**src/sv/mpbr_pkg.sv**
```systemverilog
`default_nettype none

package mpbr_pkg;

    localparam int NUM_PATTERNS_DEF = 4;
    localparam int MAX_BYTES_DEF    = 8;

    localparam int CMD_W  = 2;
    localparam int IDX_W  = 2;
    localparam int POS_W  = 3;
    localparam int SIZE_W = 4;
    localparam int BYTE_W = 8;

    typedef enum logic [CMD_W-1:0] {
        CMD_DATA = 2'd0,
        CMD_LOAD = 2'd1,
        CMD_SIZE = 2'd2,
        CMD_NONE = 2'd3
    } command_t;

    typedef struct packed {
        logic [BYTE_W-1:0] data;
        logic              last;
    } beat_t;

    typedef struct packed {
        logic              load;
        logic              set_size;
        logic [POS_W-1:0]  position;
        logic [BYTE_W-1:0] original;
        logic [BYTE_W-1:0] replacement;
        logic [SIZE_W-1:0] size;
    } cfg_t;

endpackage

`default_nettype wire

```
**src/sv/mpbr_if.sv**
```systemverilog
`default_nettype none

interface mpbr_item_if;
    import mpbr_pkg::*;

    logic              valid;
    logic              ready;
    logic [CMD_W-1:0]  command;
    logic [IDX_W-1:0]  pattern_index;
    logic [POS_W-1:0]  byte_position;
    logic [BYTE_W-1:0] original_byte;
    logic [BYTE_W-1:0] replacement_byte;
    logic [SIZE_W-1:0] pattern_size;
    logic [BYTE_W-1:0] data_byte;
    logic              last;

    modport source (
        output valid, command, pattern_index, byte_position, original_byte,
               replacement_byte, pattern_size, data_byte, last,
        input  ready
    );

    modport sink (
        input  valid, command, pattern_index, byte_position, original_byte,
               replacement_byte, pattern_size, data_byte, last,
        output ready
    );
endinterface

interface mpbr_result_if;
    import mpbr_pkg::*;

    logic              valid;
    logic              ready;
    logic [BYTE_W-1:0] out_byte;
    logic              out_last;

    modport source (
        output valid, out_byte, out_last,
        input  ready
    );

    modport sink (
        input  valid, out_byte, out_last,
        output ready
    );
endinterface

`default_nettype wire

```
**src/sv/multi_pattern_byte_replacer.sv**
```systemverilog
// multi_pattern_byte_replacer
//
// Rewrites a byte stream with up to NUM_PATTERNS search/replace patterns of up
// to MAX_PATTERN_BYTES bytes, applied in table order, one cell per pattern.
// item (valid/ready): one request per cycle while ready. command selects a data
// byte, a pattern byte pair load (pattern_index, byte_position, original_byte,
// replacement_byte) or a size set (pattern_index, pattern_size, 0 disables).
// result (valid/ready): the patched bytes in original order, out_last on the
// final byte of a buffer.
// Throughput: one data byte per cycle in steady state while result.ready is
// high. A byte leaves a cell once its window holds the next (size - 1) bytes
// of its buffer; each cell holds it in a window and then an output register.
// A byte with last set flushes every cell: held bytes come out one per cycle
// unless stalled; a cell takes no new data until its own held bytes have left.
// Load and size requests wait until no byte is moving between cells.
// Reset clears all patterns (all disabled) and empties every cell.
// A stalled result holds in the last cell's output register; bytes keep
// entering until the cell windows fill, then item.ready drops.

`default_nettype none

module multi_pattern_byte_replacer #(
    parameter int NUM_PATTERNS      = mpbr_pkg::NUM_PATTERNS_DEF,
    parameter int MAX_PATTERN_BYTES = mpbr_pkg::MAX_BYTES_DEF
) (
    input  logic          clk,
    input  logic          rst_n,
    mpbr_item_if.sink     item,
    mpbr_result_if.source result
);
    import mpbr_pkg::*;

    logic  link_valid [NUM_PATTERNS+1];
    logic  link_ready [NUM_PATTERNS+1];
    beat_t link_beat  [NUM_PATTERNS+1];
    logic  cell_busy  [NUM_PATTERNS];
    cfg_t  cell_cfg   [NUM_PATTERNS];
    logic  idle;
    logic  accept;

    always_comb
    begin
        idle = 1'b1;
        for (int k = 0; k < NUM_PATTERNS; k++)
        begin
            if (cell_busy[k])
            begin
                idle = 1'b0;
            end
        end
    end

    always_comb
    begin
        unique case (item.command)
            CMD_DATA:           item.ready = link_ready[0];
            CMD_LOAD, CMD_SIZE: item.ready = idle;
            CMD_NONE:           item.ready = 1'b1;
        endcase
    end

    assign accept = item.valid && item.ready;

    assign link_valid[0]     = item.valid && (item.command == CMD_DATA);
    assign link_beat[0].data = item.data_byte;
    assign link_beat[0].last = item.last;

    for (genvar k = 0; k < NUM_PATTERNS; k++)
    begin : g_cell
        always_comb
        begin
            cell_cfg[k].load        = accept && (item.command == CMD_LOAD)
                                      && (item.pattern_index == IDX_W'(k));
            cell_cfg[k].set_size    = accept && (item.command == CMD_SIZE)
                                      && (item.pattern_index == IDX_W'(k));
            cell_cfg[k].position    = item.byte_position;
            cell_cfg[k].original    = item.original_byte;
            cell_cfg[k].replacement = item.replacement_byte;
            cell_cfg[k].size        = item.pattern_size;
        end

        mpbr_cell #(
            .MAX_PATTERN_BYTES (MAX_PATTERN_BYTES)
        ) u_cell (
            .clk       (clk),
            .rst_n     (rst_n),
            .cfg       (cell_cfg[k]),
            .in_valid  (link_valid[k]),
            .in_beat   (link_beat[k]),
            .in_ready  (link_ready[k]),
            .out_valid (link_valid[k+1]),
            .out_beat  (link_beat[k+1]),
            .out_ready (link_ready[k+1]),
            .busy      (cell_busy[k])
        );
    end

    assign result.valid              = link_valid[NUM_PATTERNS];
    assign result.out_byte           = link_beat[NUM_PATTERNS].data;
    assign result.out_last           = link_beat[NUM_PATTERNS].last;
    assign link_ready[NUM_PATTERNS]  = result.ready;

endmodule

`default_nettype wire

```
**src/sv/mpbr_cell.sv**
```systemverilog
`default_nettype none

module mpbr_cell #(
    parameter int MAX_PATTERN_BYTES = mpbr_pkg::MAX_BYTES_DEF
) (
    input  logic           clk,
    input  logic           rst_n,
    input  mpbr_pkg::cfg_t cfg,
    input  logic           in_valid,
    input  mpbr_pkg::beat_t in_beat,
    output logic           in_ready,
    output logic           out_valid,
    output mpbr_pkg::beat_t out_beat,
    input  logic           out_ready,
    output logic           busy
);
    import mpbr_pkg::*;

    localparam int FILL_W = $clog2(MAX_PATTERN_BYTES + 1);

    logic [BYTE_W-1:0] win_reg  [MAX_PATTERN_BYTES];
    logic [BYTE_W-1:0] win_next [MAX_PATTERN_BYTES];
    logic [BYTE_W-1:0] shifted  [MAX_PATTERN_BYTES];
    logic [BYTE_W-1:0] orig_reg [MAX_PATTERN_BYTES];
    logic [BYTE_W-1:0] repl_reg [MAX_PATTERN_BYTES];
    logic [FILL_W-1:0] size_reg;
    logic [FILL_W-1:0] fill_reg;
    logic [FILL_W-1:0] fill_next;
    logic [FILL_W-1:0] wpos;
    logic              armed_reg;
    logic              flush_reg;
    logic              out_valid_reg;
    beat_t             out_beat_reg;

    logic              need;
    logic              compare;
    logic              drain;
    logic              emit;
    logic              append;
    logic              match;
    logic              hit;
    logic [BYTE_W-1:0] head;
    logic              tag;

    always_comb
    begin
        need     = (fill_reg >= size_reg) && (fill_reg != '0);
        compare  = armed_reg && need;
        drain    = compare || (flush_reg && (fill_reg != '0));
        emit     = drain && (!out_valid_reg || out_ready);
        in_ready = !flush_reg && ((fill_reg < FILL_W'(MAX_PATTERN_BYTES)) || emit);
        append   = in_valid && in_ready;

        match = 1'b1;
        for (int j = 0; j < MAX_PATTERN_BYTES; j++)
        begin
            if ((j < int'(size_reg)) && (win_reg[j] != orig_reg[j]))
            begin
                match = 1'b0;
            end
        end
        hit  = compare && match && (size_reg != '0);
        head = hit ? repl_reg[0] : win_reg[0];
        tag  = flush_reg && (fill_reg == FILL_W'(1));

        // window after the oldest byte leaves, with replacement applied on a hit
        for (int j = 0; j < MAX_PATTERN_BYTES - 1; j++)
        begin
            shifted[j] = (hit && ((j + 1) < int'(size_reg))) ? repl_reg[j+1] : win_reg[j+1];
        end
        shifted[MAX_PATTERN_BYTES-1] = win_reg[MAX_PATTERN_BYTES-1];

        wpos = emit ? (fill_reg - FILL_W'(1)) : fill_reg;
        for (int j = 0; j < MAX_PATTERN_BYTES; j++)
        begin
            win_next[j] = emit ? shifted[j] : win_reg[j];
            if (append && (FILL_W'(j) == wpos))
            begin
                win_next[j] = in_beat.data;
            end
        end

        fill_next = fill_reg + FILL_W'(append) - FILL_W'(emit);
    end

    always_ff @(posedge clk)
    begin
        win_reg <= win_next;
        if (emit)
        begin
            out_beat_reg.data <= head;
            out_beat_reg.last <= tag;
        end
    end

    always_ff @(posedge clk or negedge rst_n)
    begin
        if (!rst_n)
        begin
            for (int j = 0; j < MAX_PATTERN_BYTES; j++)
            begin
                orig_reg[j] <= '0;
                repl_reg[j] <= '0;
            end
            size_reg      <= '0;
            fill_reg      <= '0;
            armed_reg     <= 1'b0;
            flush_reg     <= 1'b0;
            out_valid_reg <= 1'b0;
        end
        else
        begin
            for (int j = 0; j < MAX_PATTERN_BYTES; j++)
            begin
                if (cfg.load && (int'(cfg.position) == j))
                begin
                    orig_reg[j] <= cfg.original;
                    repl_reg[j] <= cfg.replacement;
                end
            end
            if (cfg.set_size)
            begin
                if (cfg.size > SIZE_W'(MAX_PATTERN_BYTES))
                begin
                    size_reg <= FILL_W'(MAX_PATTERN_BYTES);
                end
                else
                begin
                    size_reg <= FILL_W'(cfg.size);
                end
            end

            fill_reg  <= fill_next;
            armed_reg <= append || (armed_reg && need);

            if (append && in_beat.last)
            begin
                flush_reg <= 1'b1;
            end
            else if (emit && tag)
            begin
                flush_reg <= 1'b0;
            end

            if (emit)
            begin
                out_valid_reg <= 1'b1;
            end
            else if (out_ready)
            begin
                out_valid_reg <= 1'b0;
            end
        end
    end

    assign out_valid = out_valid_reg;
    assign out_beat  = out_beat_reg;
    assign busy      = armed_reg || flush_reg || out_valid_reg;

endmodule

`default_nettype wire

```
**src/flat_wrapper.sv**
```systemverilog
// flat-port wrapper written by rule: the top's interface ports become plain ports
module multi_pattern_byte_replacer_flat import mpbr_pkg::*;
#(
    parameter int NUM_PATTERNS      = mpbr_pkg::NUM_PATTERNS_DEF,
    parameter int MAX_PATTERN_BYTES = mpbr_pkg::MAX_BYTES_DEF
)
  (clk, rst_n, item_valid, item_command, item_pattern_index, item_byte_position, item_original_byte, item_replacement_byte, item_pattern_size, item_data_byte, item_last, item_ready, result_valid, result_out_byte, result_out_last, result_ready);
  mpbr_item_if item_i ();
  mpbr_result_if result_i ();
  input  logic clk;
  input  logic rst_n;
  input wire logic [$bits(item_i.valid)-1:0] item_valid;
  input wire logic [$bits(item_i.command)-1:0] item_command;
  input wire logic [$bits(item_i.pattern_index)-1:0] item_pattern_index;
  input wire logic [$bits(item_i.byte_position)-1:0] item_byte_position;
  input wire logic [$bits(item_i.original_byte)-1:0] item_original_byte;
  input wire logic [$bits(item_i.replacement_byte)-1:0] item_replacement_byte;
  input wire logic [$bits(item_i.pattern_size)-1:0] item_pattern_size;
  input wire logic [$bits(item_i.data_byte)-1:0] item_data_byte;
  input wire logic [$bits(item_i.last)-1:0] item_last;
  output wire logic [$bits(item_i.ready)-1:0] item_ready;
  output wire logic [$bits(result_i.valid)-1:0] result_valid;
  output wire logic [$bits(result_i.out_byte)-1:0] result_out_byte;
  output wire logic [$bits(result_i.out_last)-1:0] result_out_last;
  input wire logic [$bits(result_i.ready)-1:0] result_ready;
  assign item_i.valid = item_valid;
  assign item_i.command = item_command;
  assign item_i.pattern_index = item_pattern_index;
  assign item_i.byte_position = item_byte_position;
  assign item_i.original_byte = item_original_byte;
  assign item_i.replacement_byte = item_replacement_byte;
  assign item_i.pattern_size = item_pattern_size;
  assign item_i.data_byte = item_data_byte;
  assign item_i.last = item_last;
  assign item_ready = item_i.ready;
  assign result_valid = result_i.valid;
  assign result_out_byte = result_i.out_byte;
  assign result_out_last = result_i.out_last;
  assign result_i.ready = result_ready;
  multi_pattern_byte_replacer #(.NUM_PATTERNS(NUM_PATTERNS), .MAX_PATTERN_BYTES(MAX_PATTERN_BYTES)) u_core (.clk(clk), .rst_n(rst_n), .item(item_i), .result(result_i));
endmodule
```
**config.mk**
```make
export PLATFORM = sky130hd
export DESIGN_NAME = multi_pattern_byte_replacer_flat
export DESIGN_NICKNAME = d
export VERILOG_FILES = /design/src/sv/mpbr_pkg.sv /design/src/sv/mpbr_if.sv /design/src/sv/multi_pattern_byte_replacer.sv /design/src/sv/mpbr_cell.sv /design/src/flat_wrapper.sv
export SDC_FILE = /design/constraint.sdc
export NUM_CORES = 1
export LEC_CHECK = 0
export BUFFER_PORTS_ARGS = -buffer_cell sky130_fd_sc_hd__buf_2
export CORE_MARGIN = 8
export CORE_UTILIZATION = 57
export DETAILED_ROUTE_END_ITERATION = 8
export PLACE_DENSITY_LB_ADDON = 0.2
export REMOVE_ABC_BUFFERS = 1
export SLEW_MARGIN = 20
export SYNTH_ARGS = -nofsm -noshare
export SYNTH_HDL_FRONTEND = slang
export SYNTH_SLANG_ARGS = --single-unit
```
**constraint.sdc**
```tcl
create_clock -name clk -period 3.4 [get_ports clk]
set_clock_uncertainty 0.1 [all_clocks]
set_input_delay 0.17 -clock clk [delete_from_list [all_inputs] [get_ports clk]]
set_output_delay 0.17 -clock clk [all_outputs]
set_load 0.01 [all_outputs]
```
After elaboration in Yosys (flattened, before gate mapping):

Cells that the tools add are included.

* $add $sub $neg: 12
* reduce and logical (&&, ||, !) cells: 264
* equal/unequal tests: 77
* multiplexer cells: 146
* magnitude comparators: 41

Operator list (number)
* $mux W8: 88
* $ne A8 B8 Y1: 32
* $logic_and A1 B1 Y1: 180
* $reduce_bool A2 Y1: 36
* $eq A3 B4 Y1 const A: 16
* $lt A3 B4 Y1 const A: 16
* $mux W1: 52
* $eq A2 B4 Y1 const A: 8
* $lt A1 B4 Y1 const A: 8
* $lt A2 B4 Y1 const A: 8
* $reduce_bool A4 Y1: 8
* $logic_or A1 B1 Y1: 24
* $mux W4: 5
* $add A4 B1 Y4: 4
* $eq A1 B4 Y1 const A: 4
* $eq A4 B1 Y1 const B: 4
* $ge A4 B4 Y1: 4
* $logic_not A4 Y1: 4
* $lt A4 B4 Y1 const B: 4
* $sub A4 B1 Y4: 4
* $sub A4 B1 Y4 const B: 4
* $eq A3 B3 Y1 const B: 4
* $eq A2 B2 Y1 const B: 4
* $logic_not A1 Y1: 8
* 8 further kinds: 11

* register bits after elaboration: 848

Depth between registers and ports, before layout:

Gate-level depths: netlist of run 1.

* depth after elaboration: 24
* depth in mapped cells: 18
* depth with buffers taken out: 15

By module:

A second synthesis of run 1 with hierarchy kept.

* cell total of the unflattened synthesis: 3370
* area, all modules: 41483.5 µm²

By module, submodules not included
* mpbr_cell at u_core.g_cell[0].u_cell ...: cells an instance 851, area an instance 10362.4 µm², instances 2, sequential area each 5670.4 µm²
* mpbr_cell at u_core.g_cell[3].u_cell: cells an instance 863, area an instance 10308.6 µm², instances 1, sequential area each 5670.4 µm²
* mpbr_cell at u_core.g_cell[1].u_cell: cells an instance 779, area an instance 10252.3 µm², instances 1, sequential area each 5670.4 µm²
* multi_pattern_byte_replacer: cells an instance 26, area an instance 197.7 µm², instances 1, sequential area each 0.0 µm²

Worst setup path before layout of run 1:

OpenSTA, ideal clock, no wires.

* path kind: reg-to-reg
* start: register u_core.g_cell[3].u_cell.fill_reg[3]
* end: register u_core.g_cell[1].u_cell.fill_reg[2]
* period minus slack after synthesis: 3664 ps
* data required time: 3177 ps
* arrival: 3441 ps
* path slack: -264 ps
* cell stages (with the launch flop): 16
* buffers on the path: 2
* library setup time: 123 ps
* cells stage by stage: dfrtp_1 -> clkbuf_1 -> inv_1 -> ha_1 -> a211oi_4 -> a41oi_1 -> o31ai_2 -> or3b_1 -> buf_6 -> inv_1 -> ha_1 -> inv_1 -> ha_1 -> inv_1 -> fa_1 -> xor2_1

* cells in the longest elaborated chain, start to end: 18
* elaborated cells on any way between the ends: 21
* classes of those cells: add/sub (2); order compare (2); reduce/logical (17)

Ends and longest elaborated chain
* from (decl): RTL line mpbr_cell.sv:27 `logic [FILL_W-1:0] fill_reg;`
* from (signal assigned): RTL line mpbr_cell.sv:133 `fill_reg <= fill_next;`
* $ge A4 B4 Y1 / $reduce_bool A4 Y1 (equally long branches): RTL line mpbr_cell.sv:47, mpbr_cell.sv:49
* $logic_and A1 B1 Y1: RTL line mpbr_cell.sv:47 `need = (fill_reg >= size_reg) && (fill_reg != '0);`
* $logic_and A1 B1 Y1: RTL line mpbr_cell.sv:48 `compare = armed_reg && need;`
* $logic_or A1 B1 Y1: RTL line mpbr_cell.sv:49 `drain = compare || (flush_reg && (fill_reg != '0));`
* $logic_and A1 B1 Y1: RTL line mpbr_cell.sv:50 `emit = drain && (!out_valid_reg || out_ready);`
* $logic_or A1 B1 Y1 (*): RTL line mpbr_cell.sv:51 `in_ready = !flush_reg && ((fill_reg < FILL_W'(MAX_PATTERN_BYTES)) || emit);`
* $logic_and A1 B1 Y1 (*): RTL line mpbr_cell.sv:51
* $logic_or A1 B1 Y1 (*): RTL line mpbr_cell.sv:50
* (+4 left out)
* $logic_and A1 B1 Y1 (*): RTL line mpbr_cell.sv:50
* named net u_core.g_cell[1].u_cell.emit: RTL line mpbr_cell.sv:38 `logic emit;`
* $logic_or A1 B1 Y1: RTL line mpbr_cell.sv:51
* $logic_and A1 B1 Y1: RTL line mpbr_cell.sv:51
* $logic_and A1 B1 Y1: RTL line mpbr_cell.sv:52 `append = in_valid && in_ready;`
* $add A4 B1 Y4: RTL line mpbr_cell.sv:83 `fill_next = fill_reg + FILL_W'(append) - FILL_W'(emit);`
* $sub A4 B1 Y4 (*): RTL line mpbr_cell.sv:83
* named net u_core.g_cell[1].u_cell.fill_next[2]: RTL line mpbr_cell.sv:28 `logic [FILL_W-1:0] fill_next;`
* to (signal assigned): RTL line mpbr_cell.sv:133
* to (decl): RTL line mpbr_cell.sv:27

The timed path passes the listed nets; every way through them passes the cells marked *.
A chain may end at the register's enable or synchronous reset.

==> results of run 1 <==
==> worst max-delay path, cell delays in order, from the launching register on <==
cell and delay (ns):
dfrtp_1 0.39, inv_2 0.08, ha_4 0.17, a211oi_4 0.27, buf_4 0.17, a41o_4 0.25
a21oi_4 0.07, or3_4 0.47, inv_8 0.12, nand3b_1 0.25, a21oi_4 0.36, clkbuf_16 0.20
mux2_4 0.30
==> path summary, 6_finish.rpt <==
path	cells past startpoint	to	from
max	12	u_core.g_cell[0].u_cell.win_reg[26]	u_core.g_cell[3].u_cell.fill_reg[3]
min	2	u_core.g_cell[1].u_cell.orig_reg[18]	rst_n
max reg2reg	12	u_core.g_cell[0].u_cell.win_reg[26]	u_core.g_cell[3].u_cell.fill_reg[3]
min reg2reg	1	u_core.g_cell[3].u_cell.repl_reg[62]	u_core.g_cell[3].u_cell.repl_reg[62]
max in group asynchronous	4	u_core.g_cell[2].u_cell.orig_reg[21]	rst_n
min in group clk	2	u_core.g_cell[2].u_cell.repl_reg[41]	item_replacement_byte[1]
==> per-layer routing <==
metal | share of wire, % | vias up | global-route usage (%)
li1 | - | 11200 | -
met1 | 43 | 13600 | 38.8
met2 | 47 | 1011 | 44.7
met3 | 7.2 | 214 | 5.00
met4 | 2.9 | 4 | 8.30
met5 | 0.028 | - | 0
==> cell usage after synthesis (5+ instances only) <==
library cell,count
nand2_1,47
a31oi_1,7
or3_1,7
mux2i_1,30
a21oi_2,5
nor3_1,31
nor2_1,37
inv_1,54
nor2b_1,17
nand3b_1,8
buf_1,5
nand2b_1,13
buf_2,38
or2_2,23
ha_1,58
xor2_1,152
nor4_1,43
o22ai_1,6
dfrtp_1,556
o21ai_0,34
a211oi_2,5
a21oi_1,30
nor3_2,20
clkbuf_1,79
nand3_1,41
nand4_1,33
and3_1,13
buf_4,13
edfxtp_1,292
mux2_2,960
a32oi_1,6
and2_1,10
xnor2_1,124
==> power by group <==
part	switching, uW	leakage [uW]	internal, uW
registers	876	0.0103	11900
logic	2940	0.00970	2480
clock network	4050	0.00147	5980
total	7860	0.0215	20400
==> repair_timing <==
action,4_1_cts,5_1_grt
setup buffers,12,25
resized for setup,35,130
hold buffers,13,0
gates cloned,2,3
hold endpoints to repair,203,0
pin swaps,14,23
setup endpoints to repair,304,659
==> cell type report <==
class,count,share of cell area (%)
repair buffers,371,7.18
multi-input cells,1849,37.6
clock buffers,126,5.20
inverters,55,0.436
clock inverters,37,0.949
diodes,6,0.0306
well taps,950,2.42
flip-flops and latches,848,46.2
==> metrics by stage <==
stage               setup slack [ns]  utilization, %  setup TNS, ns
floorplan                     -0.895               -        -153.27
global placement              -0.121            62.6          -6.30
detailed placement            -0.205            62.6         -25.23
CTS                          -0.0353            67.4         -0.139
global route                  -0.147            68.6          -7.02
finish                       -0.0674            68.6         -0.580
==> kinds of logic (layout without fill, tap and decap cells) <==
| kind of cell | count (synthesis) | in the layout | synth area share, % |
|---|---|---|---|
| muxes | 991 | 991 | 27.0 |
| DFF | 848 | 848 | 55.0 |
| and+or+nand+nor | 367 | 367 | 5.35 |
| xor gates and xnor gates | 276 | 276 | 5.86 |
| buffers and inverters | 191 | 589 | 1.99 |
| AOI/OAI and AO/OA | 152 | 153 | 2.82 |
| adders and majority gates | 62 | 62 | 1.95 |
| other | 0 | 6 | 0 |
==> qor.txt, run 1 <==
Outcome = finished, violations left
Failing checks = negative setup slack
Crit Path Max Fanout = 7
Via count = 26,100
Pin count of the biggest net entering global routing = 110
Hold Path Class = input port to asynchronous set/reset pin
GRT Overall Usage = 27.9%
Max-cap violation count = 0
Worst setup SP type = flop
Post-synth top area share = 33.8%
Overflow after GRT = 0
DP Cell Count = 4,019
Max Fclk = 288 MHz
Layout cells sized above 1 = 49.1%
RSZ-0062 raised after global routing = true
Fin nets = 3,315
# fillers = 4,888
Core area = 71,500 um^2
Vias in the first global route = 27,200
Peak VDD IR = 357 uV
Crit path time final = 3.47 ns
Initial antenna violation count = 11
Cell variety after synth = 81
Asr flop ratio synth = 65.6%
Clock Latency Late Sink = 0.64 ns
Post-synth EDFFs = 292
Port Buf Inserts = 50
Post-synth top area cell = dfrtp_1
R2R Setup Slk = -0.07 ns
Mapped Cells = 2,887
Pre-Repair DR Iteration Count = 7
DP HPWL = 75,400 um
Most common cell after layout, fill and taps aside = mux2_2
Drt via density = 6.15
Clk slew on worst S/H paths = 0.06 ns
Die span in x = 285 um
Clock buffer depth = 3
H-Tree Depth = 3
Clock sinks = 848
Relative slew margins = 25.6%
Setup slack after layout = -0.0674 ns
Wire per inst = 27.3 um
Cell Area, Synth = 41,200 um^2
DRC = 0
Fin Hold WS = 0.0631 ns
Gp weighted congestion = 0.930
Period utilization = 102%
Boundary Pins = 51
Die Span Y = 285 um
Final Max Slew Viols = 0
Most frequent cells in the layout = mux2_2, dfrtp_1, edfxtp_1
Sequential area share after synthesis = 55.0%
First-pass GRT wire length = 173,000 um
Leakage power = 0.0215 uW
Layout area overhead = 19.0%
Multi-input logic area = 18,400 um^2
Die Area = 81,200 um^2
Final wirelength = 116,000 um
Pwr Density = 576 nW/um^2
Final-report hold violation count = 0
CTS tree = done
Setup-failing EPs final = 18
FF/Latch Area = 22,700 um^2
Arrival time at the worst endpoint = 3.76 ns
CTS root buf = clkbuf_16
Post-layout total power = 28,300 uW
Ys flop type = dfrtp_1
Syn avg cell area = 14.3 um^2
Std cell rows = 98
Non-Filler Instances = 4,242
Endpoint class of the critical path = flop
WP data required = 3.69 ns
Final ANT Viol Nets = 0
Worst-Margin Slew = 1.12 ns
Seq cells post-synth = 848
Inserted Clock Buffers = 88
Iteration-0 DRC Markers = 2,349
Final Cell Area = 49,100 um^2
Placed inst area = 44,800 um^2
Initial core utilization = 57.7%
CP Class = flop to flop
Top cells by area, synth = dfrtp_1, mux2_2, edfxtp_1
Yosys Warn Count = 0
No activity file was read; power rests on OpenSTA's default activity.
==> run 2, diff against run 1 <==
- BUFFER_PORTS_ARGS: -buffer_cell sky130_fd_sc_hd__buf_2 -> not set
- CORE_UTILIZATION: 57 -> 58
- DONT_BUFFER_PORTS: not set -> 1
==> qor.txt, run 2 (same netlist as run 1, synthesis figures left out) <==
Cell-internal power = 20,300 uW (-0.60%)
Switching part of the total = 27.5% (-0.29 points)
Relative slew margins = -14.2% (-40 points)
Max-cap violation count = 0 (unchanged)
Non-Filler Instances = 4,169 (-1.7%)
H-Tree Depth = 3 (unchanged)
Crit Path Max Fanout = 9 (+2)
Endpoint class of the critical path = flop
Layout cells sized above 1 = 47.8% (-1.3 points)
DRC = 0 (unchanged)
Port Buf Inserts = 0 (-100%)
Pin count of the biggest net entering global routing = 557 (+410%)
Gate power share = 18.4% (-0.7 points)
Clk slew on worst S/H paths = 0.06 ns (about the same)
Most common cell after layout, fill and taps aside = mux2_2
Final-report hold violation count = 556 (+556)
Outcome = finished, violations left
Sw Pwr = 7710 uW (-2.0%)
Core area = 70,100 um^2 (-1.9%)
Final Max Slew Viols = 137 (+137)
First-pass GRT wire length = 171,000 um (-1.1%)
Inserted Clock Buffers = 90 (+2.3%)
Clock sinks = 848 (unchanged)
Setup slack after layout = -0.0399 ns (+0.0276 ns)
Leakage power = 0.0213 uW (-0.93%)
Boundary Pins = 51 (unchanged)
Arrival time at the worst endpoint = 3.71 ns (-0.05 ns)
Setup-failing EPs final = 30 (+12)
Drt via density = 6.16 (+0.14%)
Gp weighted congestion = 0.885 (-4.8%)
Pwr Density = 571 nW/um^2 (-0.87%)
Fin Hold WS = -0.861 ns (-0.925 ns)
Die Span Y = 283 um (-0.82%)
Std cell rows = 97 (-1.0%)
Peak VDD IR = 421 uV (+18%)
Hold-fix buffers, CTS = 46 (+33)
DP Cell Count = 3,915 (-2.6%)
Overflow after GRT = 0 (unchanged)
Failing checks = negative hold slack, max-slew violations, negative setup slack
Clock Power Share = 35.6% (about the same)
Initial antenna violation count = 11 (unchanged)
GRT Overall Usage = 28.5% (+0.64 points)
Initial core utilization = 58.8% (+1.1 points)
RSZ-0062 raised after global routing = true
Most frequent cells in the layout = mux2_2, dfrtp_1, edfxtp_1
CTS root buf = clkbuf_16
Reg2Reg Depth = 10 (-2)
Util after Layout = 69.9% (+1.2 points)
Die span in x = 283 um (-0.82%)
Die Area = 79,900 um^2 (-1.6%)
CP Class = flop to flop
Pre-Repair DR Iteration Count = 5 (-2)
WP data required = 3.67 ns (-0.02 ns)
Final wirelength = 114,000 um (-1.3%)
CTS tree = done
Vias in the first global route = 26,800 (-1.6%)
Worst-Margin Slew = 1.71 ns (+0.597 ns)
Final Cell Area = 49,000 um^2 (-0.12%)
Max Fclk = 291 MHz (+0.80%)
Iteration-0 DRC Markers = 2,320 (-1.2%)
Fin nets = 3,251 (-1.9%)
Via count = 25,700 (-1.6%)
Clock Latency Late Sink = 0.64 ns (about the same)
Layout area overhead = 18.9%
Crit path time final = 3.44 ns (-0.0276 ns)
Period utilization = 101% (-0.81 points)
# fillers = 4,771 (-2.4%)
Sequential power share = 46.0% (+0.7 points)
DP HPWL = 68,900 um (-8.6%)
Wire per inst = 27.4 um (+0.44%)
Placed inst area = 44,100 um^2 (-1.6%)
Clock buffer depth = 3 (unchanged)
Hold Path Class = input port to asynchronous set/reset pin
Worst setup SP type = flop
Final ANT Viol Nets = 0 (unchanged)
## run 2: layout make-up
class / count / area [um^2] / share of cell area, %
diodes: 4 / 10.0 / 0.0204
clock buffers: 132 / 2650 / 5.40
clock inverters: 36 / 358 / 0.730
inverters: 55 / 216 / 0.442
multi-input cells: 1849 / 18500 / 37.7
flip-flops and latches: 848 / 22700 / 46.3
well taps: 940 / 1180 / 2.40
repair buffers: 305 / 3430 / 6.99
## run 2: repair_timing
action | CTS | global route
cloned | 3 | 3
hold endpoints to repair | 1146 | 556
setup buffers | 17 | 17
pin swaps | 17 | 27
resized for setup | 69 | 125
setup endpoints to repair | 433 | 629
## run 2: worst paths after layout
path,slack (ns),endpoint,startpoint
hold / removal,-0.86,u_core.g_cell[2].u_cell.repl_reg[10],rst_n
hold reg to reg,0.40,u_core.g_cell[0].u_cell.repl_reg[26],u_core.g_cell[0].u_cell.repl_reg[26]
setup / recovery,-0.04,u_core.g_cell[1].u_cell.win_reg[41],u_core.g_cell[2].u_cell.fill_reg[3]
setup reg to reg,-0.04,u_core.g_cell[1].u_cell.win_reg[41],u_core.g_cell[2].u_cell.fill_reg[3]
min in group clk,0.04,u_core.g_cell[3].u_cell.repl_reg[56],item_byte_position[1]
max in group asynchronous,2.69,u_core.g_cell[1].u_cell.repl_reg[36],rst_n
## run 2: through the flow
stage | power [uW] | TNS (ns) | setup WS [ns]
after detailed placement | 17300 | -64.35 | -0.364
after global placement | 17200 | -33.74 | -0.253
after floorplan | 15500 | -153.27 | -0.895
after CTS | 27900 | -0.0438 | -0.0388
after global routing | 29000 | -8.10 | -0.131
final | 28000 | -0.408 | -0.0399
## run 2: routing by layer
layer	GRT usage, %	vias to the layer above	routed length (um)
li1	-	11100	-
met1	39.3	13300	48400
met2	45.7	999	54500
met3	5.16	227	8020
met4	9.28	8	3440
met5	0	-	62
## run 2: critical path: stages (launching register included)
cell	delay, ns
dfrtp_1	0.45
ha_1	0.37
nand3_4	0.10
a2bb2oi_4	0.19
o31ai_4	0.30
or3b_4	0.49
mux2_4	0.35
buf_6	0.14
nor3_4	0.19
buf_12	0.15
mux2_2	0.34
## run 2: power by group through the flow
stage	clock network (uW)	logic, uW	registers, uW
2_1_floorplan	0	2830	12700
3_3_place_gp	0	4190	13000
3_5_place_dp	0	4300	13000
4_1_cts	10100	4930	12900
5_1_grt	10500	5520	12900
6_report	9970	5140	12900
